### config.mk
export PLATFORM = sky130hd
export DESIGN_NAME = rlcv_ctrl
export DESIGN_NICKNAME = d
export VERILOG_FILES = /design/src/design/rlcv_pkg.sv /design/src/design/rlcv_ctrl.sv
export SDC_FILE = /design/constraint.sdc
export NUM_CORES = 1
export LEC_CHECK = 0
export ABC_AREA = 0
export ABC_CLOCK_PERIOD_IN_PS = 3900
export BUFFER_PORTS_ARGS = -buffer_cell sky130_fd_sc_hd__buf_2
export CELL_PAD_IN_SITES_DETAIL_PLACEMENT = 2
export CELL_PAD_IN_SITES_GLOBAL_PLACEMENT = 2
export CORE_MARGIN = 8
export CORE_UTILIZATION = 33
export CTS_BUF_LIST = sky130_fd_sc_hd__clkbuf_16
export DETAILED_ROUTE_END_ITERATION = 10
export PLACE_DENSITY = 0.84
export SYNTH_ARGS = -nofsm -noshare
export SYNTH_HDL_FRONTEND = slang
export SYNTH_SLANG_ARGS = --single-unit
### constraint.sdc
create_clock -name clk -period 3.9 [get_ports clk]
set_clock_uncertainty 0.1 [all_clocks]
set_input_delay 0.195 -clock clk [delete_from_list [all_inputs] [get_ports clk]]
set_output_delay 0.195 -clock clk [all_outputs]
set_load 0.02 [all_outputs]
### src/design/rlcv_pkg.sv
// Shared types, codes and command schedules of the RLC velocity Verlet integrator.
`default_nettype none

package rlcv_pkg;

  // Data path widths.
  localparam int DW     = 32;      // signed fixed point word
  localparam int TW     = 31;      // time and time step word
  localparam int AW     = DW + 2;  // multiplier A operand, holds the unsaturated sum of two words
  localparam int SW     = DW + 3;  // widest sum before saturation
  localparam int IDX_W  = 3;       // configuration register index
  localparam int CNT_W  = 5;       // schedule counter

  typedef logic signed [DW-1:0] data_t;
  typedef logic [DW-1:0]        coef_t;
  typedef logic [TW-1:0]        time_t;
  typedef logic [IDX_W-1:0]     reg_idx_t;
  typedef logic [CNT_W-1:0]     cnt_t;

  // Configuration register indexes.
  localparam reg_idx_t REG_MODE    = 3'd0;
  localparam reg_idx_t REG_DAMP    = 3'd1;
  localparam reg_idx_t REG_STIFF   = 3'd2;
  localparam reg_idx_t REG_DT      = 3'd3;
  localparam reg_idx_t REG_RES     = 3'd4;
  localparam reg_idx_t REG_REACT   = 3'd5;
  localparam reg_idx_t REG_INV     = 3'd6;
  localparam reg_idx_t REG_END     = 3'd7;

  // Configuration reset values.
  localparam time_t DT_RESET  = 31'd65;
  localparam time_t END_RESET = 31'h7FFF_FFFF;

  // Input item actions and circuit modes.
  localparam logic ACT_LOAD      = 1'b0;
  localparam logic ACT_STEP      = 1'b1;
  localparam logic MODE_SERIES   = 1'b0;
  localparam logic MODE_PARALLEL = 1'b1;

  // Multiplier A operand sources (signed).
  typedef logic [3:0] asel_t;
  localparam asel_t A_Y    = 4'd0;
  localparam asel_t A_DY   = 4'd1;
  localparam asel_t A_DT   = 4'd2;
  localparam asel_t A_A0   = 4'd3;
  localparam asel_t A_TMP  = 4'd4;
  localparam asel_t A_ASUM = 4'd5;
  localparam asel_t A_DY1  = 4'd6;
  localparam asel_t A_YF   = 4'd7;
  localparam asel_t A_LSUM = 4'd8;

  // Multiplier B operand sources (unsigned).
  typedef logic [2:0] bsel_t;
  localparam bsel_t B_DT    = 3'd0;
  localparam bsel_t B_DAMP  = 3'd1;
  localparam bsel_t B_STIFF = 3'd2;
  localparam bsel_t B_RES   = 3'd3;
  localparam bsel_t B_REACT = 3'd4;
  localparam bsel_t B_INV   = 3'd5;
  localparam bsel_t B_DTSQ  = 3'd6;
  localparam bsel_t B_HALF  = 3'd7;

  // Destinations of a rounded product.
  typedef logic [3:0] dst_t;
  localparam dst_t D_NONE   = 4'd0;
  localparam dst_t D_DTSQ   = 4'd1;
  localparam dst_t D_QD     = 4'd2;
  localparam dst_t D_QS     = 4'd3;
  localparam dst_t D_YDT    = 4'd4;
  localparam dst_t D_P1     = 4'd5;
  localparam dst_t D_P2     = 4'd6;
  localparam dst_t D_TMP    = 4'd7;
  localparam dst_t D_HQ     = 4'd8;
  localparam dst_t D_DYDT   = 4'd9;
  localparam dst_t D_SLOPEN = 4'd10;

  // Adder operations.
  typedef logic [2:0] alu_t;
  localparam alu_t ALU_NONE   = 3'd0;
  localparam alu_t ALU_A0     = 3'd1;
  localparam alu_t ALU_DY1    = 3'd2;
  localparam alu_t ALU_YF     = 3'd3;
  localparam alu_t ALU_ASUM   = 3'd4;
  localparam alu_t ALU_LSUM   = 3'd5;
  localparam alu_t ALU_COMMIT = 3'd6;
  localparam alu_t ALU_FIN    = 3'd7;

  // Command from the controller to the datapath for one cycle.
  typedef struct packed {
    logic  capture;
    logic  mul_en;
    asel_t a_sel;
    bsel_t b_sel;
    dst_t  dst;
    alu_t  alu;
  } cmd_t;

  // Status from the datapath to the controller.
  typedef struct packed {
    logic finished;
  } status_t;

  localparam cmd_t CMD_NOP = '{capture: 1'b0, mul_en: 1'b0, a_sel: A_Y, b_sel: B_DT,
                               dst: D_NONE, alu: ALU_NONE};

  // Last schedule slot of each sequence.
  localparam cnt_t LOAD_LAST = 5'd4;
  localparam cnt_t STEP_LAST = 5'd16;

  // Saturate a wide signed sum to the data word.
  function automatic data_t sat_dw(input logic signed [SW-1:0] v);
    logic fits;
    fits = (v[SW-1:DW-1] == '0) || (v[SW-1:DW-1] == '1);
    if (fits) begin
      return v[DW-1:0];
    end
    return v[SW-1] ? {1'b1, {(DW-1){1'b0}}} : {1'b0, {(DW-1){1'b1}}};
  endfunction

  // A multiplication issue with an optional adder operation in the same cycle.
  function automatic cmd_t mul_op(input asel_t a, input bsel_t b, input dst_t d, input alu_t op);
    cmd_t c;
    c        = CMD_NOP;
    c.mul_en = 1'b1;
    c.a_sel  = a;
    c.b_sel  = b;
    c.dst    = d;
    c.alu    = op;
    return c;
  endfunction

  function automatic cmd_t alu_op(input alu_t op);
    cmd_t c;
    c     = CMD_NOP;
    c.alu = op;
    return c;
  endfunction

  // Load sequence: slope = -sat(base*R + other) * inverse reactive coefficient.
  function automatic cmd_t load_cmd(input cnt_t idx);
    cmd_t c;
    case (idx)
      5'd0:    c = mul_op(A_Y, B_RES, D_TMP, ALU_NONE);
      5'd2:    c = alu_op(ALU_LSUM);
      5'd3:    c = mul_op(A_LSUM, B_INV, D_SLOPEN, ALU_NONE);
      default: c = CMD_NOP;
    endcase
    return c;
  endfunction

  // Step sequence. A product passes the product register before it reaches its destination.
  function automatic cmd_t step_cmd(input cnt_t idx);
    cmd_t c;
    case (idx)
      5'd0:    c = mul_op(A_DT,   B_DT,    D_DTSQ, ALU_NONE);
      5'd1:    c = mul_op(A_DY,   B_DAMP,  D_QD,   ALU_NONE);
      5'd2:    c = mul_op(A_Y,    B_STIFF, D_QS,   ALU_NONE);
      5'd3:    c = mul_op(A_DY,   B_DT,    D_YDT,  ALU_NONE);
      5'd4:    c = mul_op(A_Y,    B_RES,   D_P1,   ALU_A0);
      5'd5:    c = mul_op(A_A0,   B_DTSQ,  D_TMP,  ALU_NONE);
      5'd6:    c = mul_op(A_A0,   B_DT,    D_DYDT, ALU_NONE);
      5'd7:    c = mul_op(A_TMP,  B_HALF,  D_HQ,   ALU_NONE);
      5'd8:    c = mul_op(A_DY,   B_REACT, D_P2,   ALU_DY1);
      5'd9:    c = mul_op(A_DY1,  B_DAMP,  D_QD,   ALU_YF);
      5'd10:   c = mul_op(A_YF,   B_STIFF, D_QS,   ALU_NONE);
      5'd12:   c = alu_op(ALU_ASUM);
      5'd13:   c = mul_op(A_ASUM, B_DT,    D_TMP,  ALU_NONE);
      5'd15:   c = mul_op(A_TMP,  B_HALF,  D_HQ,   ALU_NONE);
      default: c = CMD_NOP;
    endcase
    return c;
  endfunction

endpackage

`default_nettype wire

### src/design/rlcv_ctrl.sv
// Controller: sequences the load and step schedules and owns the result valid flag.
`default_nettype none

module rlcv_ctrl import rlcv_pkg::*; (
  input  logic    clk,
  input  logic    rst,
  input  logic    item_valid,
  input  logic    item_action,
  output logic    item_ready,
  output logic    result_valid,
  input  logic    result_ready,
  input  status_t status,
  output cmd_t    cmd
);

  localparam logic [2:0] S_IDLE = 3'd0;
  localparam logic [2:0] S_LOAD = 3'd1;
  localparam logic [2:0] S_STEP = 3'd2;
  localparam logic [2:0] S_DONE = 3'd3;
  localparam logic [2:0] S_FIN  = 3'd4;

  logic [2:0] state, state_next;
  cnt_t       cnt, cnt_next;
  logic       out_valid, out_valid_next;
  logic       out_free;

  // The output register can take a new result when empty or being drained.
  assign out_free     = !out_valid || result_ready;
  assign result_valid = out_valid;

  // Next state and command decode.
  always_comb begin
    state_next     = state;
    cnt_next       = cnt;
    cmd            = CMD_NOP;
    item_ready     = 1'b0;
    out_valid_next = out_valid && !result_ready;
    case (state)
      S_IDLE: begin
        item_ready = 1'b1;
        if (item_valid) begin
          cnt_next = '0;
          if (item_action == ACT_LOAD) begin
            cmd.capture = 1'b1;
            state_next  = S_LOAD;
          end else if (status.finished) begin
            state_next = S_FIN;
          end else begin
            state_next = S_STEP;
          end
        end
      end
      S_LOAD: begin
        cmd = load_cmd(cnt);
        if (cnt == LOAD_LAST) begin
          state_next = S_IDLE;
        end else begin
          cnt_next = cnt + CNT_W'(1);
        end
      end
      S_STEP: begin
        cmd = step_cmd(cnt);
        if (cnt == STEP_LAST) begin
          state_next = S_DONE;
        end else begin
          cnt_next = cnt + CNT_W'(1);
        end
      end
      S_DONE: begin
        if (out_free) begin
          cmd.alu        = ALU_COMMIT;
          out_valid_next = 1'b1;
          state_next     = S_IDLE;
        end
      end
      S_FIN: begin
        if (out_free) begin
          cmd.alu        = ALU_FIN;
          out_valid_next = 1'b1;
          state_next     = S_IDLE;
        end
      end
      default: begin
        state_next = S_IDLE;
      end
    endcase
  end

  // Control registers.
  always_ff @(posedge clk) begin
    if (rst) begin
      state     <= S_IDLE;
      cnt       <= '0;
      out_valid <= 1'b0;
    end else begin
      state     <= state_next;
      cnt       <= cnt_next;
      out_valid <= out_valid_next;
    end
  end

endmodule

`default_nettype wire

After elaboration in Yosys (flattened, before gate mapping)
Memory sizes are Yosys's and may differ from the RTL's. A register that Yosys moved wholly into a read port is not among the register bits.
Cells that the tools add are included.

word-level totals
  bits in registers = 9
  ROM bits = 224
  word-level logic and storage cells = 54
  memories = 1

memory list
  name             depth  width  rd ports  clocked after Yosys merged registers in  wr ports  RTL line         RTL
  (no name shown)  16     14     1         1                                        0         rlcv_pkg.sv:154  case (idx)

cells by class
  $add $sub $neg = 1
  eq/ne operators = 14
  mux-type cells = 25
  reduce and logical (&&, ||, !) cells = 10

operators with widths
  operator               count
  $pmux W15 S3           1
  $mux W3                8
  $pmux W12 S2           1
  $pmux W3 S4            2
  $mux W16               1
  $mux W5                3
  $pmux W5 S3            1
  $eq A5 B2 Y1 const B   2
  $ne A2 B2 Y1 const B   5
  $mux W4                2
  $reduce_and A4 Y1      2
  $eq A3 B2 Y1 const B   2
  $add A5 B1 Y5 const B  1
  $eq A5 B3 Y1 const B   1
  $eq A5 B5 Y1 const B   1
  $logic_not A5 Y1       1
  $mux W1                5
  $eq A3 B1 Y1 const B   1
  $eq A3 B3 Y1 const B   1
  $logic_not A3 Y1       1
  $pmux W1 S3            1
  $reduce_bool A3 Y1     1
  $logic_not A1 Y1       2
  $ne A2 B1 Y1 const B   1
  3 further kinds        3

Longest topological paths before layout
  depth after elaboration = 5
  depth in mapped cells = 13

Worst setup path before layout
No wires, ideal clock.

  kind = reg2reg
  from = register state[0]
  to = register (tool-made name)
  setup time = 0.127 ns
  arrival = 2.670 ns
  setup slack = 1.003 ns
  cell stages (with the launch flop) = 12
  buffers on the path = 1
  cell sequence = dfxtp_1 -> buf_6 -> or3b_4 -> o211a_2 -> a211oi_4 -> nand3_1 -> a21oi_2 -> inv_1 -> ha_1 -> or2_2 -> a21oi_1 -> a22oi_1

RTL lines
  item                    RTL line         RTL
  from (decl)             rlcv_ctrl.sv:22  logic [2:0] state, state_next;
  from (signal assigned)  rlcv_ctrl.sv:96  state <= state_next;

==> impl_metrics.yaml <==
grt:
  grt_max_degree: 20
  grtUsageMet3_pct: 2.03
  grtUsageTotal_pct: 15.4
  overflow: 0
  grt_antenna_before_repair: 0
  use_met2_pct: 26.7
  top_usage_layer: "met2"
  grt_pass1_vias: 1690
  grt_first_pass_wirelength_um: 8980
  gr-usage-met1_pct: 19.3
critical_path:
  r2r_start: "state[1]"
  cp-end-kind: "register"
  crit_fanout: 15
  timing_worst_setup_path_type: "reg -> reg"
  crit_path_start: "state[1]"
  crit_slowest_cell: "or3b_4"
  ff2ff_setup_slack_ns: 0.58
  crit_chain: "or3b_4 -> o211a_2 -> a211oi_4 -> nand3_1 -> a21oi_2 -> inv_1 -> ha_1 -> or2_2 -> a21oi_1 -> a22oi_1"
  cpPeakStageDelay_ns: 0.49
  worstPathArrival_ns: 3.35
  worstRegToRegCells: 10
  critPathRequiredTime_ns: 3.93
  cp-start-kind: "register"
timing:
  fin_crit_ns: 3.32
  setup_violations: 0
  rsz0062_at_grt: "false"
  slew_headroom_pct: 52.2
  worst_pin_slew_ns: 0.713
  hold_viol: 0
  fin_tns_setup_ns: 0
  max_freq_mhz: 302
  maxSlewViolCount: 0
  holdWs_ns: 0.155
  period_share_pct: 85.0
route:
  viasPerCell: 5.60
  wire_per_inst_um: 20.1
  routed_wl_um: 5470
  dr.pass1.iters: 4
  drtIter0Drc: 59
  ant_nets: 0
  drc_errors: 0
  num_vias: 1522
clock_network:
  clk_pin_slew_ns: 0.07
  cts-hold-fix-buffers: 0
  cts.repair.resized: 0
  clock-sinks: 23
  cts_tree: "built"
  cts-root-buf: "clkbuf_16"
  htree_levels: 1
  worstSkewPairLatency_ns: 0.26
  cts_buffers: 3
  clockBufferDepth: 2
  post_cts_buffers: 0
worst_hold_path:
  min_from: "status"
  hold_path.class: "in -> reg"
  min_to: "state[2]"
  hold_depth: 3
placement:
  port_buffers: 23
  gp_congestion: 0.848
  dp_hpwl_um: 4010
  placed_cell_area_mm2: 0.00174
synthesis:
  yosysMostFrequentCell: "nand2_1"
  syn_avg_cell_area_um2: 8.03
  synth_cell_types: 57
  synth_fp_nets: 213
  synthTopCellsByArea: "dfxtp_1, ha_1, nand2_1, a21oi_1, nand3_1"
  synth.largest_area_cell: "dfxtp_1"
  yosysWarnings: 0
  synthCells: 198
  ys_seq_area_share_pct: 29.0
  synth_area_mm2: 0.00159
  ys_dominant_reg_cell: "dfxtp_1"
  synth-edff-count: 0
  async_reset_ff_share_pct: 0
  synthTopCellsByCount: "nand2_1, dfxtp_1, inv_1"
  yosysTopAreaCellShare_pct: 29.0
  yosys_register_bits: 23
floorplanning:
  die_area_mm2: 0.00730
  die_h_um: 85.4
  io_pins: 24
  core_mm2: 0.00469
  die_x_um: 85.4
  std_cell_rows: 25
  start_util_pct: 33.9
finish:
  layout-drive-gt1-share_pct: 21.6
  diodes: 0
  final_util_pct: 38.9
  area_growth_pct: 14.7
  finalNetCount: 234
  design_area_mm2: 0.00182
pwr:
  vdd_drop_max_uv: 203
  p_leak_nw: 0.786
  total_power_mw: 0.673
  power_density_mw_per_mm2: 369
status:
  outcome: "finished clean"
run:
  cap_violations: 0
## cell families (layout without fill, tap and decap cells)
| logic type | Yosys count | after routing | synth area share [%] |
|---|---|---|---|
| multiplexers | 5 | 5 | 3.30 |
| AND/OR/NAND/NOR | 79 | 79 | 24.5 |
| adder cells (fa/ha/maj) | 9 | 9 | 7.08 |
| buffers and inverters | 26 | 46 | 8.26 |
| flip-flops | 23 | 23 | 29.0 |
| XOR/XNOR | 3 | 3 | 1.65 |
| AO/OA/AOI/OAI | 53 | 53 | 26.2 |
## worst max-delay path by stage
stage / endpoint / cells past startpoint
final: register / 10
after CTS: register / 10
after global placement: register / 10
after global routing: register / 12
after detailed placement: register / 10
after floorplan: register / 11
## power breakdown
group          internal (mW)  switching, mW  total, mW
clock                  0.138         0.0944      0.233
sequential             0.247        0.00949      0.257
combinational         0.0618          0.122      0.184
## critical path, delay by kind of cell, from the launching register on
kind	cells	cell delay (ns)
AOI/OAI and AO/OA	5	1.23
adders and majority gates	1	0.27
buffers and inverters	1	0.12
DFF	1	0.47
and+or+nand+nor	3	0.98
## routing by layer
metal	up-vias	routed length, µm
li1	743	-
met1	745	2610
met2	30	2650
met3	4	142
met4	0	70
met5	-	0
## cell type report
class	count	area (µm²)
fill	553	2870
multi-input combinational	149	1000
sequential	23	460
timing repair buffer	26	138
clock buffer	3	75.1
inverter	16	73.8
tap	54	67.6
clock inverter	1	5.00
## metrics by stage
| step | cells | setup slack [ns] |
|---|---|---|
| 6_report | 272 | 0.585 |
| 3_3_place_gp | 268 | 0.754 |
| 2_1_floorplan | 198 | 1.00 |
| 4_1_cts | 272 | 0.573 |
| 3_5_place_dp | 268 | 0.658 |
| 5_1_grt | 272 | 0.400 |
## cells in the final DEF, fill, tap and decap left out, drive strengths merged, types with 2 or more instances in the layout
master / n
nand3: 11
or2: 2
a2111oi: 2
ha: 9
inv: 14
xnor2: 2
and3: 2
o21ai: 7
clkinv: 3
a41oi: 3
nor4: 3
nor3b: 3
nor2: 13
nand2: 29
o21a: 3
mux2i: 3
buf: 26
o22ai: 3
a21o: 3
nor3: 4
dfxtp: 23
and2: 3
clkbuf: 3
a211oi: 4
mux2: 2
a31oi: 2
a21oi: 14
o31ai: 2
nor2b: 2
a22oi: 2
Note: power is estimated with default switching activity, not from simulation.
