File: src/design/rlcv_pkg.sv
// Shared types, codes and command schedules of the RLC velocity Verlet integrator.
`default_nettype none

package rlcv_pkg;

  // Data path widths.
  localparam int DW     = 32;      // signed fixed point word
  localparam int TW     = 31;      // time and time step word
  localparam int AW     = DW + 2;  // multiplier A operand, holds the unsaturated sum of two words
  localparam int SW     = DW + 3;  // widest sum before saturation
  localparam int IDX_W  = 3;       // configuration register index
  localparam int CNT_W  = 5;       // schedule counter

  typedef logic signed [DW-1:0] data_t;
  typedef logic [DW-1:0]        coef_t;
  typedef logic [TW-1:0]        time_t;
  typedef logic [IDX_W-1:0]     reg_idx_t;
  typedef logic [CNT_W-1:0]     cnt_t;

  // Configuration register indexes.
  localparam reg_idx_t REG_MODE    = 3'd0;
  localparam reg_idx_t REG_DAMP    = 3'd1;
  localparam reg_idx_t REG_STIFF   = 3'd2;
  localparam reg_idx_t REG_DT      = 3'd3;
  localparam reg_idx_t REG_RES     = 3'd4;
  localparam reg_idx_t REG_REACT   = 3'd5;
  localparam reg_idx_t REG_INV     = 3'd6;
  localparam reg_idx_t REG_END     = 3'd7;

  // Configuration reset values.
  localparam time_t DT_RESET  = 31'd65;
  localparam time_t END_RESET = 31'h7FFF_FFFF;

  // Input item actions and circuit modes.
  localparam logic ACT_LOAD      = 1'b0;
  localparam logic ACT_STEP      = 1'b1;
  localparam logic MODE_SERIES   = 1'b0;
  localparam logic MODE_PARALLEL = 1'b1;

  // Multiplier A operand sources (signed).
  typedef logic [3:0] asel_t;
  localparam asel_t A_Y    = 4'd0;
  localparam asel_t A_DY   = 4'd1;
  localparam asel_t A_DT   = 4'd2;
  localparam asel_t A_A0   = 4'd3;
  localparam asel_t A_TMP  = 4'd4;
  localparam asel_t A_ASUM = 4'd5;
  localparam asel_t A_DY1  = 4'd6;
  localparam asel_t A_YF   = 4'd7;
  localparam asel_t A_LSUM = 4'd8;

  // Multiplier B operand sources (unsigned).
  typedef logic [2:0] bsel_t;
  localparam bsel_t B_DT    = 3'd0;
  localparam bsel_t B_DAMP  = 3'd1;
  localparam bsel_t B_STIFF = 3'd2;
  localparam bsel_t B_RES   = 3'd3;
  localparam bsel_t B_REACT = 3'd4;
  localparam bsel_t B_INV   = 3'd5;
  localparam bsel_t B_DTSQ  = 3'd6;
  localparam bsel_t B_HALF  = 3'd7;

  // Destinations of a rounded product.
  typedef logic [3:0] dst_t;
  localparam dst_t D_NONE   = 4'd0;
  localparam dst_t D_DTSQ   = 4'd1;
  localparam dst_t D_QD     = 4'd2;
  localparam dst_t D_QS     = 4'd3;
  localparam dst_t D_YDT    = 4'd4;
  localparam dst_t D_P1     = 4'd5;
  localparam dst_t D_P2     = 4'd6;
  localparam dst_t D_TMP    = 4'd7;
  localparam dst_t D_HQ     = 4'd8;
  localparam dst_t D_DYDT   = 4'd9;
  localparam dst_t D_SLOPEN = 4'd10;

  // Adder operations.
  typedef logic [2:0] alu_t;
  localparam alu_t ALU_NONE   = 3'd0;
  localparam alu_t ALU_A0     = 3'd1;
  localparam alu_t ALU_DY1    = 3'd2;
  localparam alu_t ALU_YF     = 3'd3;
  localparam alu_t ALU_ASUM   = 3'd4;
  localparam alu_t ALU_LSUM   = 3'd5;
  localparam alu_t ALU_COMMIT = 3'd6;
  localparam alu_t ALU_FIN    = 3'd7;

  // Command from the controller to the datapath for one cycle.
  typedef struct packed {
    logic  capture;
    logic  mul_en;
    asel_t a_sel;
    bsel_t b_sel;
    dst_t  dst;
    alu_t  alu;
  } cmd_t;

  // Status from the datapath to the controller.
  typedef struct packed {
    logic finished;
  } status_t;

  localparam cmd_t CMD_NOP = '{capture: 1'b0, mul_en: 1'b0, a_sel: A_Y, b_sel: B_DT,
                               dst: D_NONE, alu: ALU_NONE};

  // Last schedule slot of each sequence.
  localparam cnt_t LOAD_LAST = 5'd4;
  localparam cnt_t STEP_LAST = 5'd16;

  // Saturate a wide signed sum to the data word.
  function automatic data_t sat_dw(input logic signed [SW-1:0] v);
    logic fits;
    fits = (v[SW-1:DW-1] == '0) || (v[SW-1:DW-1] == '1);
    if (fits) begin
      return v[DW-1:0];
    end
    return v[SW-1] ? {1'b1, {(DW-1){1'b0}}} : {1'b0, {(DW-1){1'b1}}};
  endfunction

  // A multiplication issue with an optional adder operation in the same cycle.
  function automatic cmd_t mul_op(input asel_t a, input bsel_t b, input dst_t d, input alu_t op);
    cmd_t c;
    c        = CMD_NOP;
    c.mul_en = 1'b1;
    c.a_sel  = a;
    c.b_sel  = b;
    c.dst    = d;
    c.alu    = op;
    return c;
  endfunction

  function automatic cmd_t alu_op(input alu_t op);
    cmd_t c;
    c     = CMD_NOP;
    c.alu = op;
    return c;
  endfunction

  // Load sequence: slope = -sat(base*R + other) * inverse reactive coefficient.
  function automatic cmd_t load_cmd(input cnt_t idx);
    cmd_t c;
    case (idx)
      5'd0:    c = mul_op(A_Y, B_RES, D_TMP, ALU_NONE);
      5'd2:    c = alu_op(ALU_LSUM);
      5'd3:    c = mul_op(A_LSUM, B_INV, D_SLOPEN, ALU_NONE);
      default: c = CMD_NOP;
    endcase
    return c;
  endfunction

  // Step sequence. A product passes the product register before it reaches its destination.
  function automatic cmd_t step_cmd(input cnt_t idx);
    cmd_t c;
    case (idx)
      5'd0:    c = mul_op(A_DT,   B_DT,    D_DTSQ, ALU_NONE);
      5'd1:    c = mul_op(A_DY,   B_DAMP,  D_QD,   ALU_NONE);
      5'd2:    c = mul_op(A_Y,    B_STIFF, D_QS,   ALU_NONE);
      5'd3:    c = mul_op(A_DY,   B_DT,    D_YDT,  ALU_NONE);
      5'd4:    c = mul_op(A_Y,    B_RES,   D_P1,   ALU_A0);
      5'd5:    c = mul_op(A_A0,   B_DTSQ,  D_TMP,  ALU_NONE);
      5'd6:    c = mul_op(A_A0,   B_DT,    D_DYDT, ALU_NONE);
      5'd7:    c = mul_op(A_TMP,  B_HALF,  D_HQ,   ALU_NONE);
      5'd8:    c = mul_op(A_DY,   B_REACT, D_P2,   ALU_DY1);
      5'd9:    c = mul_op(A_DY1,  B_DAMP,  D_QD,   ALU_YF);
      5'd10:   c = mul_op(A_YF,   B_STIFF, D_QS,   ALU_NONE);
      5'd12:   c = alu_op(ALU_ASUM);
      5'd13:   c = mul_op(A_ASUM, B_DT,    D_TMP,  ALU_NONE);
      5'd15:   c = mul_op(A_TMP,  B_HALF,  D_HQ,   ALU_NONE);
      default: c = CMD_NOP;
    endcase
    return c;
  endfunction

endpackage

`default_nettype wire

File: src/design/rlcv_dpath.sv
// Datapath: configuration registers, state, one shared rounding multiplier and the adders.
`default_nettype none

module rlcv_dpath import rlcv_pkg::*; #(
  parameter int FRAC_BITS = 16
) (
  input  logic     clk,
  input  logic     rst,
  input  logic     cfg_we,
  input  reg_idx_t cfg_index,
  input  coef_t    cfg_data,
  input  data_t    initial_current,
  input  data_t    initial_voltage,
  input  cmd_t     cmd,
  output status_t  status,
  output time_t    sim_time,
  output data_t    state_value,
  output data_t    resistor_part,
  output data_t    reactive_part,
  output data_t    remaining_part,
  output logic     finished
);

  localparam int PW = 2 * DW + 1;
  localparam logic [PW:0]   ROUND_ONE = (PW + 1)'(1) << (FRAC_BITS - 1);
  localparam coef_t         HALF      = DW'(1) << (FRAC_BITS - 1);
  localparam coef_t         POS_MAX   = {1'b0, {(DW-1){1'b1}}};

  // Configuration.
  logic  mode;
  coef_t damp, stiff, res, react, inv;
  time_t dt, tend;

  // Integrator state and intermediate results.
  data_t value, slope;
  time_t tnow;
  data_t other, dtsq, qd, qs, ydt, p1, p2, tmp, hq, dydt, a0, dy1, yf, lsum;
  logic signed [DW:0] asum;

  // Multiplier pipeline.
  logic signed [AW-1:0] a_op, a_abs;
  coef_t                b_op;
  logic [DW:0]          mag;
  logic [PW-1:0]        prod;
  logic                 prod_neg;
  dst_t                 prod_dst;

  // Rounding and saturation of the registered product.
  logic [PW:0] rsum, rshift;
  coef_t       lim, rmag;
  data_t       q;

  // Sums.
  logic signed [SW-1:0] accel_sum;
  logic [TW:0]          tsum;

  assign status.finished = tnow > tend;

  // Configuration writes.
  always_ff @(posedge clk) begin
    if (rst) begin
      mode  <= MODE_SERIES;
      damp  <= '0;
      stiff <= '0;
      dt    <= DT_RESET;
      res   <= '0;
      react <= '0;
      inv   <= '0;
      tend  <= END_RESET;
    end else if (cfg_we) begin
      case (cfg_index)
        REG_MODE:  mode  <= cfg_data[0];
        REG_DAMP:  damp  <= cfg_data;
        REG_STIFF: stiff <= cfg_data;
        REG_DT:    dt    <= cfg_data[TW-1:0];
        REG_RES:   res   <= cfg_data;
        REG_REACT: react <= cfg_data;
        REG_INV:   inv   <= cfg_data;
        REG_END:   tend  <= cfg_data[TW-1:0];
        default:   ;
      endcase
    end
  end

  // Operand selection.
  always_comb begin
    case (cmd.a_sel)
      A_Y:     a_op = AW'(value);
      A_DY:    a_op = AW'(slope);
      A_DT:    a_op = AW'($signed({1'b0, dt}));
      A_A0:    a_op = AW'(a0);
      A_TMP:   a_op = AW'(tmp);
      A_ASUM:  a_op = AW'(asum);
      A_DY1:   a_op = AW'(dy1);
      A_YF:    a_op = AW'(yf);
      A_LSUM:  a_op = AW'(lsum);
      default: a_op = '0;
    endcase
    case (cmd.b_sel)
      B_DT:    b_op = DW'(dt);
      B_DAMP:  b_op = damp;
      B_STIFF: b_op = stiff;
      B_RES:   b_op = res;
      B_REACT: b_op = react;
      B_INV:   b_op = inv;
      B_DTSQ:  b_op = coef_t'(dtsq);
      B_HALF:  b_op = HALF;
      default: b_op = '0;
    endcase
    a_abs = a_op[AW-1] ? -a_op : a_op;
    mag   = a_abs[DW:0];
  end

  // Magnitude product, registered with its sign and destination.
  always_ff @(posedge clk) begin
    if (rst) begin
      prod_dst <= D_NONE;
    end else begin
      prod_dst <= cmd.mul_en ? cmd.dst : D_NONE;
    end
    prod     <= mag * b_op;
    prod_neg <= a_op[AW-1];
  end

  // Round to nearest with ties away from zero, then saturate and restore the sign.
  always_comb begin
    rsum   = {1'b0, prod} + ROUND_ONE;
    rshift = rsum >> FRAC_BITS;
    lim    = POS_MAX + DW'(prod_neg);
    rmag   = (rshift > (PW + 1)'(lim)) ? lim : rshift[DW-1:0];
    q      = prod_neg ? -data_t'(rmag) : data_t'(rmag);
  end

  // Acceleration -damping*dy - stiffness*y from the two latest products.
  assign accel_sum = -SW'(qd) - SW'(qs);
  assign tsum      = {1'b0, tnow} + {1'b0, dt};

  // Product write-back, adder operations, load capture and output register.
  always_ff @(posedge clk) begin
    if (rst) begin
      value       <= '0;
      slope       <= '0;
      tnow        <= '0;
    end else begin
      case (prod_dst)
        D_DTSQ:   dtsq  <= q;
        D_QD:     qd    <= q;
        D_QS:     qs    <= q;
        D_YDT:    ydt   <= q;
        D_P1:     p1    <= q;
        D_P2:     p2    <= q;
        D_TMP:    tmp   <= q;
        D_HQ:     hq    <= q;
        D_DYDT:   dydt  <= q;
        D_SLOPEN: slope <= sat_dw(-SW'(q));
        default:  ;
      endcase

      if (cmd.capture) begin
        value <= (mode == MODE_PARALLEL) ? initial_voltage : initial_current;
        other <= (mode == MODE_PARALLEL) ? initial_current : initial_voltage;
        tnow  <= '0;
      end

      case (cmd.alu)
        ALU_A0:   a0   <= sat_dw(accel_sum);
        ALU_DY1:  dy1  <= sat_dw(SW'(slope) + SW'(dydt));
        ALU_YF:   yf   <= sat_dw(SW'(value) + SW'(ydt) + SW'(hq));
        ALU_ASUM: asum <= (DW + 1)'(a0) + (DW + 1)'(sat_dw(accel_sum));
        ALU_LSUM: lsum <= sat_dw(SW'(tmp) + SW'(other));
        ALU_COMMIT: begin
          value          <= yf;
          slope          <= sat_dw(SW'(slope) + SW'(hq));
          tnow           <= tsum[TW] ? {TW{1'b1}} : tsum[TW-1:0];
          sim_time       <= tnow;
          state_value    <= yf;
          resistor_part  <= p1;
          reactive_part  <= p2;
          remaining_part <= sat_dw(-(SW'(p1) + SW'(p2)));
          finished       <= 1'b0;
        end
        ALU_FIN: begin
          sim_time       <= tnow;
          state_value    <= value;
          resistor_part  <= '0;
          reactive_part  <= '0;
          remaining_part <= '0;
          finished       <= 1'b1;
        end
        default: ;
      endcase
    end
  end

endmodule

`default_nettype wire

File: config.mk
export PLATFORM = sky130hd
export DESIGN_NAME = rlcv_dpath
export DESIGN_NICKNAME = d
export VERILOG_FILES = /design/src/design/rlcv_pkg.sv /design/src/design/rlcv_dpath.sv
export SDC_FILE = /design/constraint.sdc
export NUM_CORES = 2
export LEC_CHECK = 0
export BUFFER_PORTS_ARGS = -buffer_cell sky130_fd_sc_hd__buf_2
export CORE_MARGIN = 2
export CORE_UTILIZATION = 40
export CTS_BUF_LIST = sky130_fd_sc_hd__clkbuf_8
export CTS_CLUSTER_SIZE = 20
export DETAILED_ROUTE_END_ITERATION = 8
export GPL_TIMING_DRIVEN = 0
export SYNTH_ARGS = -nofsm -noshare
export SYNTH_HDL_FRONTEND = slang
export SYNTH_SLANG_ARGS = --single-unit
File: constraint.sdc
create_clock -name clk -period 15.2 [get_ports clk]
set_input_delay 4.56 -clock clk [delete_from_list [all_inputs] [get_ports clk]]
set_output_delay 4.56 -clock clk [all_outputs]
set_load 0.01 [all_outputs]
# Word level (Yosys, flattened, before mapping)
# Cells that the tools add are included.
# classes
n_eq_ne	46
reduce_logical	47
n_lt_le_gt_ge	2
n_bitwise	2
multipliers	1
add_sub_neg	16
n_mux	66
# op_table
op	n
32-bit two-way mux	32
34-bit case mux with 9 select lines	1
32-bit case mux with 2 select lines	4
32-bit case mux with 8 select lines	1
32-bit by 32-bit adder with 33-bit output	6
31-bit two-way mux	3
32-bit negation with 35-bit output	2
65-bit by 16-bit adder with 66-bit output, second input constant	1
33-bit by 32-bit multiplier with 65-bit output	1
50-bit by 32-bit > comparator with 1-bit output	1
2-bit AND reduction	25
4-bit == test, second input constant	11
3-bit == test, second input constant	12
33-bit negation with 35-bit output	1
35-bit by 32-bit subtractor with 35-bit output	1
33-bit by 32-bit adder with 34-bit output	1
33-bit two-way mux	1
33-bit negation	1
31-bit by 1-bit adder with 32-bit output, first input constant	1
31-bit by 31-bit adder with 32-bit output	1
4-bit by 3-bit == test with 1-bit output, second input constant	8
4-bit zero test	8
32-bit negation	1
31-bit > comparator	1
other kinds (11)	55
# word_totals
output_inout_bits	161
reg_bits	1029
elab_cells	215
input_bits	118

# Depth between registers and ports, before layout
# logic_depth
ltp_word	14
depth_mapped	46
depth_no_buf	42

# Least setup slack after synthesis
# Ideal clock, no wire load.
# synth_timing
kind	input-to-reg
start	input cmd[13] (netlist bit)
end	register prod[58]
setup_ps	72
path_buffers	3
required_time_ps	15128
t_arrival_ps	14799
setup_slack_ps	329
cell_stages	39
cell_sequence	clkbuf_1 -> clkbuf_1 -> mux2i_1 -> nor2_1 -> a2111oi_0 -> nand3b_1 -> nor2_1 -> and3_1 -> and2_1 -> nand2_1 -> or2_2 -> o31ai_1 -> and2_1 -> xor2_1 -> clkbuf_1 -> nand2_1 -> fa_1 -> inv_1 -> [3 not listed] -> inv_1 -> fa_1 -> fa_1 -> fa_1 -> fa_1 -> ha_1 -> ha_1 -> nor2b_1 -> a31o_2 -> a21o_1 -> a21o_1 -> a21oi_1 -> nor2b_1 -> a41oi_1 -> o2111ai_1 -> a31o_2 -> a21oi_1 -> xnor2_1
# synth_between
elab_chain_len	5
elab_cells_between_ends	13
cone_classes	add/sub: 1; mul: 1; eq/ne: 8; mux: 2; reduce/logical: 1
# synth_rtl
item	line	source
start, declared	rlcv_dpath.sv:14	input cmd_t cmd,
4-bit == test, or another cell as far along	rlcv_dpath.sv:87	case (cmd.a_sel)
34-bit case mux with 9 select lines (*)	rlcv_dpath.sv:87	
33-bit negation	rlcv_dpath.sv:110	a_abs = a_op[AW-1] ? -a_op : a_op;
33-bit two-way mux (*)	rlcv_dpath.sv:110	
33-bit by 32-bit multiplier with 65-bit output (*)	rlcv_dpath.sv:121	prod <= mag * b_op;
end signal, assigned	rlcv_dpath.sv:121	
end, declared	rlcv_dpath.sv:44	logic [PW-1:0] prod;
# Every way passes the cells marked *; elsewhere a longest branch is shown, timed or not.
# A chain may end at the register's enable or synchronous reset.

# Final worst setup path
# layout_timing
start	input cmd[11] (netlist bit)
end	register prod[44]
# Same word-level chain as after synthesis.

==> results.py <==
metrics = {
    "setup_path": {
        "critical_path.max_stage_delay_ns": 0.64,
        "startpoint": "cmd[11]",
        "cp_common_cell": "fa_1",
        "reg2regPathDepth": 35,
        "critPathKind": "primary input to flop",
        "r2r-end": "prod[64]",
        "rr_startpoint": "slope[9]",
        "cp_top_family": "adder cells",
        "critical_path.max_fanout": 10,
        "critPathLaunchType": "primary input",
        "cp_num_buf_inv": 9,
        "worst-path-stages": 39,
        "cp.arrival_ns": 15.75,
        "crit_end": "prod[44]",
        "critical_path_required_ns": 15.95,
        "rrSetupSlack_ns": 3.86,
        "cp-end-kind": "flop",
        "slowest_stage": "clkbuf_1",
    },
    "global_route": {
        "grt_start_max_net_pins": 36,
        "grt_pass1_vias": 74905,
        "grt_first_pass_wirelength_microns": 514000,
        "antenna_found_initial": 53,
        "gr-total-overflow": 0,
        "grt_usage": 0.309,
    },
    "worst_hold_path": {
        "min_path_type": "flop to flop",
    },
    "detailed_routing": {
        "firstDrtPassIters": 8,
        "ant_nets": 0,
        "wirelength_microns": 359000,
        "viasPerCell": 5.74,
        "route.detailed.drc": 0,
        "drtIter0Drc": 9237,
        "wl_per_cell_microns": 27.0,
        "vias": 76272,
    },
    "timing": {
        "finalSetupViolations": 0,
        "fin_skew_ns": 0.0722,
        "fin_crit_sh": 0.987,
        "hold_viol_final": 0,
        "hold_slack_ns": 0.455,
        "fmax_ghz": 0.0667,
        "relSlewSlack": -0.0657,
        "fin_tns_setup_ns": 0,
        "report.final.slew_viol_count": 38,
        "period_minus_slack_ns": 15.00,
        "worst_slew_pin_slew_ns": 1.60,
        "setup_ws_ns": 0.198,
    },
    "yosys": {
        "yosysSeqAreaShare": 0.297,
        "syn_area_sq_um": 90100,
        "synth_edf_count": 641,
        "synth-main-ff-cell": "edfxtp_1",
        "async_flop_share": 0,
        "post_synth.cell_area_avg_sq_um": 9.39,
        "netlist_instances": 9588,
        "ys_types": 107,
        "ys_ff_latch": 1014,
        "synth_nets": 11318,
        "synth_warnings": 0,
    },
    "floorplan": {
        "rows": 174,
        "die_h_microns": 479,
        "fp.dieArea_sq_um": 229000,
        "ios": 279,
        "fp.coreArea_sq_um": 224000,
        "start_util": 0.402,
        "die_w_microns": 479,
    },
    "clock_network": {
        "htree_levels": 4,
        "numCtsBuffers": 166,
        "cts_tree": "done",
        "path_clk_slew_ns": 0.06,
        "cts_hold_buf": 0,
        "cts_buffer_depth": 3,
        "root_buffer": "clkbuf_8",
        "cts.sinks": 1014,
        "clk-insertion-delay-late_ns": 0.96,
    },
    "cells_and_area": {
        "nets": 11865,
        "layout-drive-gt1-share": 0.104,
        "largest_register": "prod",
        "final_util": 0.453,
        "reg.largest.list": "prod (50), asum (33)",
        "nFillCells": 21513,
        "syn_to_final_growth_pct": 12.8,
        "largest_reg_flops": 50,
    },
    "run_status": {
        "status": "complete, but fails checks",
        "violations": "capacitance limit, slew limit",
    },
    "power_and_ir_drop": {
        "p_int_mw": 9.20,
        "p_clk_frac": 0.135,
        "swShare": 0.508,
        "switchingPower_mw": 9.51,
        "power.leakage_nw": 44.3,
        "combPwrFrac": 0.684,
        "max-vdd-ir-drop_mv": 0.423,
        "powerDensity_nw_per_um2": 184,
        "pwr-share-seq": 0.181,
    },
    "placement": {
        "dp_slack_ns": -4.44,
        "dp_hpwl_microns": 288000,
        "gp_congestion": 1.02,
        "io_buffers": 271,
    },
    "job": {
        "drv_cap": 3,
    },
}
==> synth_stat cells (103+ instances only) <==
library cell  number  area (sq um)
nand2_1         1371          5150
inv_1           1259          4730
edfxtp_1         641         19200
o21ai_0          297          1490
a21oi_1          590          2950
xnor2_1          226          1980
dfxtp_1          373          7470
clkbuf_1         382          1430
nor2_1           881          3310
fa_1             965         19300
nor3_1           111           556
xor2_1           156          1370
a21o_1           103           773
nand3_1          143           716
ha_1             647          8100
==> what timing repair did <==
action	4_1_cts	5_1_grt
resized for setup	230	137
endpoints found under the hold margin	0	0
gates cloned	0	0
setup buffers	25	31
pin swaps	14	21
endpoints found under the setup margin	50	30
==> cells in the final DEF, fill, tap and decap left out, types with 83 or more instances in the layout <==
cell	count
buf_4	83
nand2_1	1368
xor2_1	132
nand3_1	142
nand2b_1	88
nor3_1	101
edfxtp_1	641
clkbuf_8	193
nor2_1	860
clkbuf_1	303
ha_1	645
a21o_1	103
a21oi_1	567
fa_1	962
xnor2_1	198
mux2i_1	96
buf_2	289
inv_1	1303
dfxtp_1	373
o21ai_0	275
==> power by group through the flow <==
| stage | combinational (mW) | clock, mW | sequential [mW] |
|---|---|---|---|
| CTS | 12.5 | 2.55 | 3.38 |
| finish | 12.8 | 2.52 | 3.39 |
| detailed placement | 12.0 | 0 | 3.44 |
| global placement | 12.0 | 0 | 3.45 |
| global route | 13.9 | 2.67 | 3.40 |
| floorplan | 7.35 | 0 | 3.36 |
==> worst min path at each step <==
stage / from / to / slack, ns / cells after the start
finish: damp[23] / damp[23] / 0.45 / 2
global route: damp[12] / damp[12] / 0.47 / 2
CTS: damp[23] / damp[23] / 0.45 / 2
detailed placement: damp[23] / damp[23] / 0.45 / 2
global placement: res[10] / res[10] / 0.44 / 2
floorplan: damp[1] / damp[1] / 0.43 / 2
==> final cells by class <==
cell class	instances	area, sq um	share of cell area
Multi-Input combinational cell	6880	58300	0.574
Sequential cell	1014	26700	0.263
Inverter	1263	4740	0.0467
Tap cell	2992	3740	0.0368
Timing Repair Buffer	388	2660	0.0262
Clock buffer	188	2590	0.0255
Buffer	422	1930	0.0190
Clock inverter	118	812	0.00799
Antenna cell	25	62.6	0.000616
==> worst register-to-register path, delay by kind of cell (launching register included) <==
kind | cells | cell delay (ns)
simple gates | 10 | 2.09
flops | 1 | 0.54
fa+ha+maj | 9 | 4.68
buf+inv | 3 | 0.35
compound gates | 11 | 3.17
xor+xnor | 2 | 0.40
==> metrics by stage <==
stage | instance area [sq um] | power, mW | std cells
floorplan | 90100 | 10.7 | 9588
global placement | 95200 | 15.4 | 12851
detailed placement | 96300 | 15.5 | 12911
CTS | 101000 | 18.4 | 13238
global route | 102000 | 19.9 | 13269
finish | 102000 | 18.7 | 13290
==> logic make-up (layout without fill, tap and decap cells) <==
logic type / count (synthesis) / count (layout) / synth area share
simple gates: 3046 / 3046 / 0.148
buf+inv: 1694 / 2379 / 0.0714
compound gates: 1658 / 1658 / 0.120
fa+ha+maj: 1617 / 1617 / 0.305
flops: 1014 / 1014 / 0.297
xor+xnor: 382 / 382 / 0.0371
mux: 177 / 177 / 0.0219
other cells: 0 / 25 / 0
==> metal layers <==
metal	wire, microns	share of wire	vias up	track usage
li1	-	-	33088	-
met1	144000	0.40	38032	0.417
met2	154000	0.43	4251	0.462
met3	39400	0.11	883	0.0734
met4	21600	0.060	18	0.157
met5	128	0.00036	-	0
(Power assumes the default switching activity.)
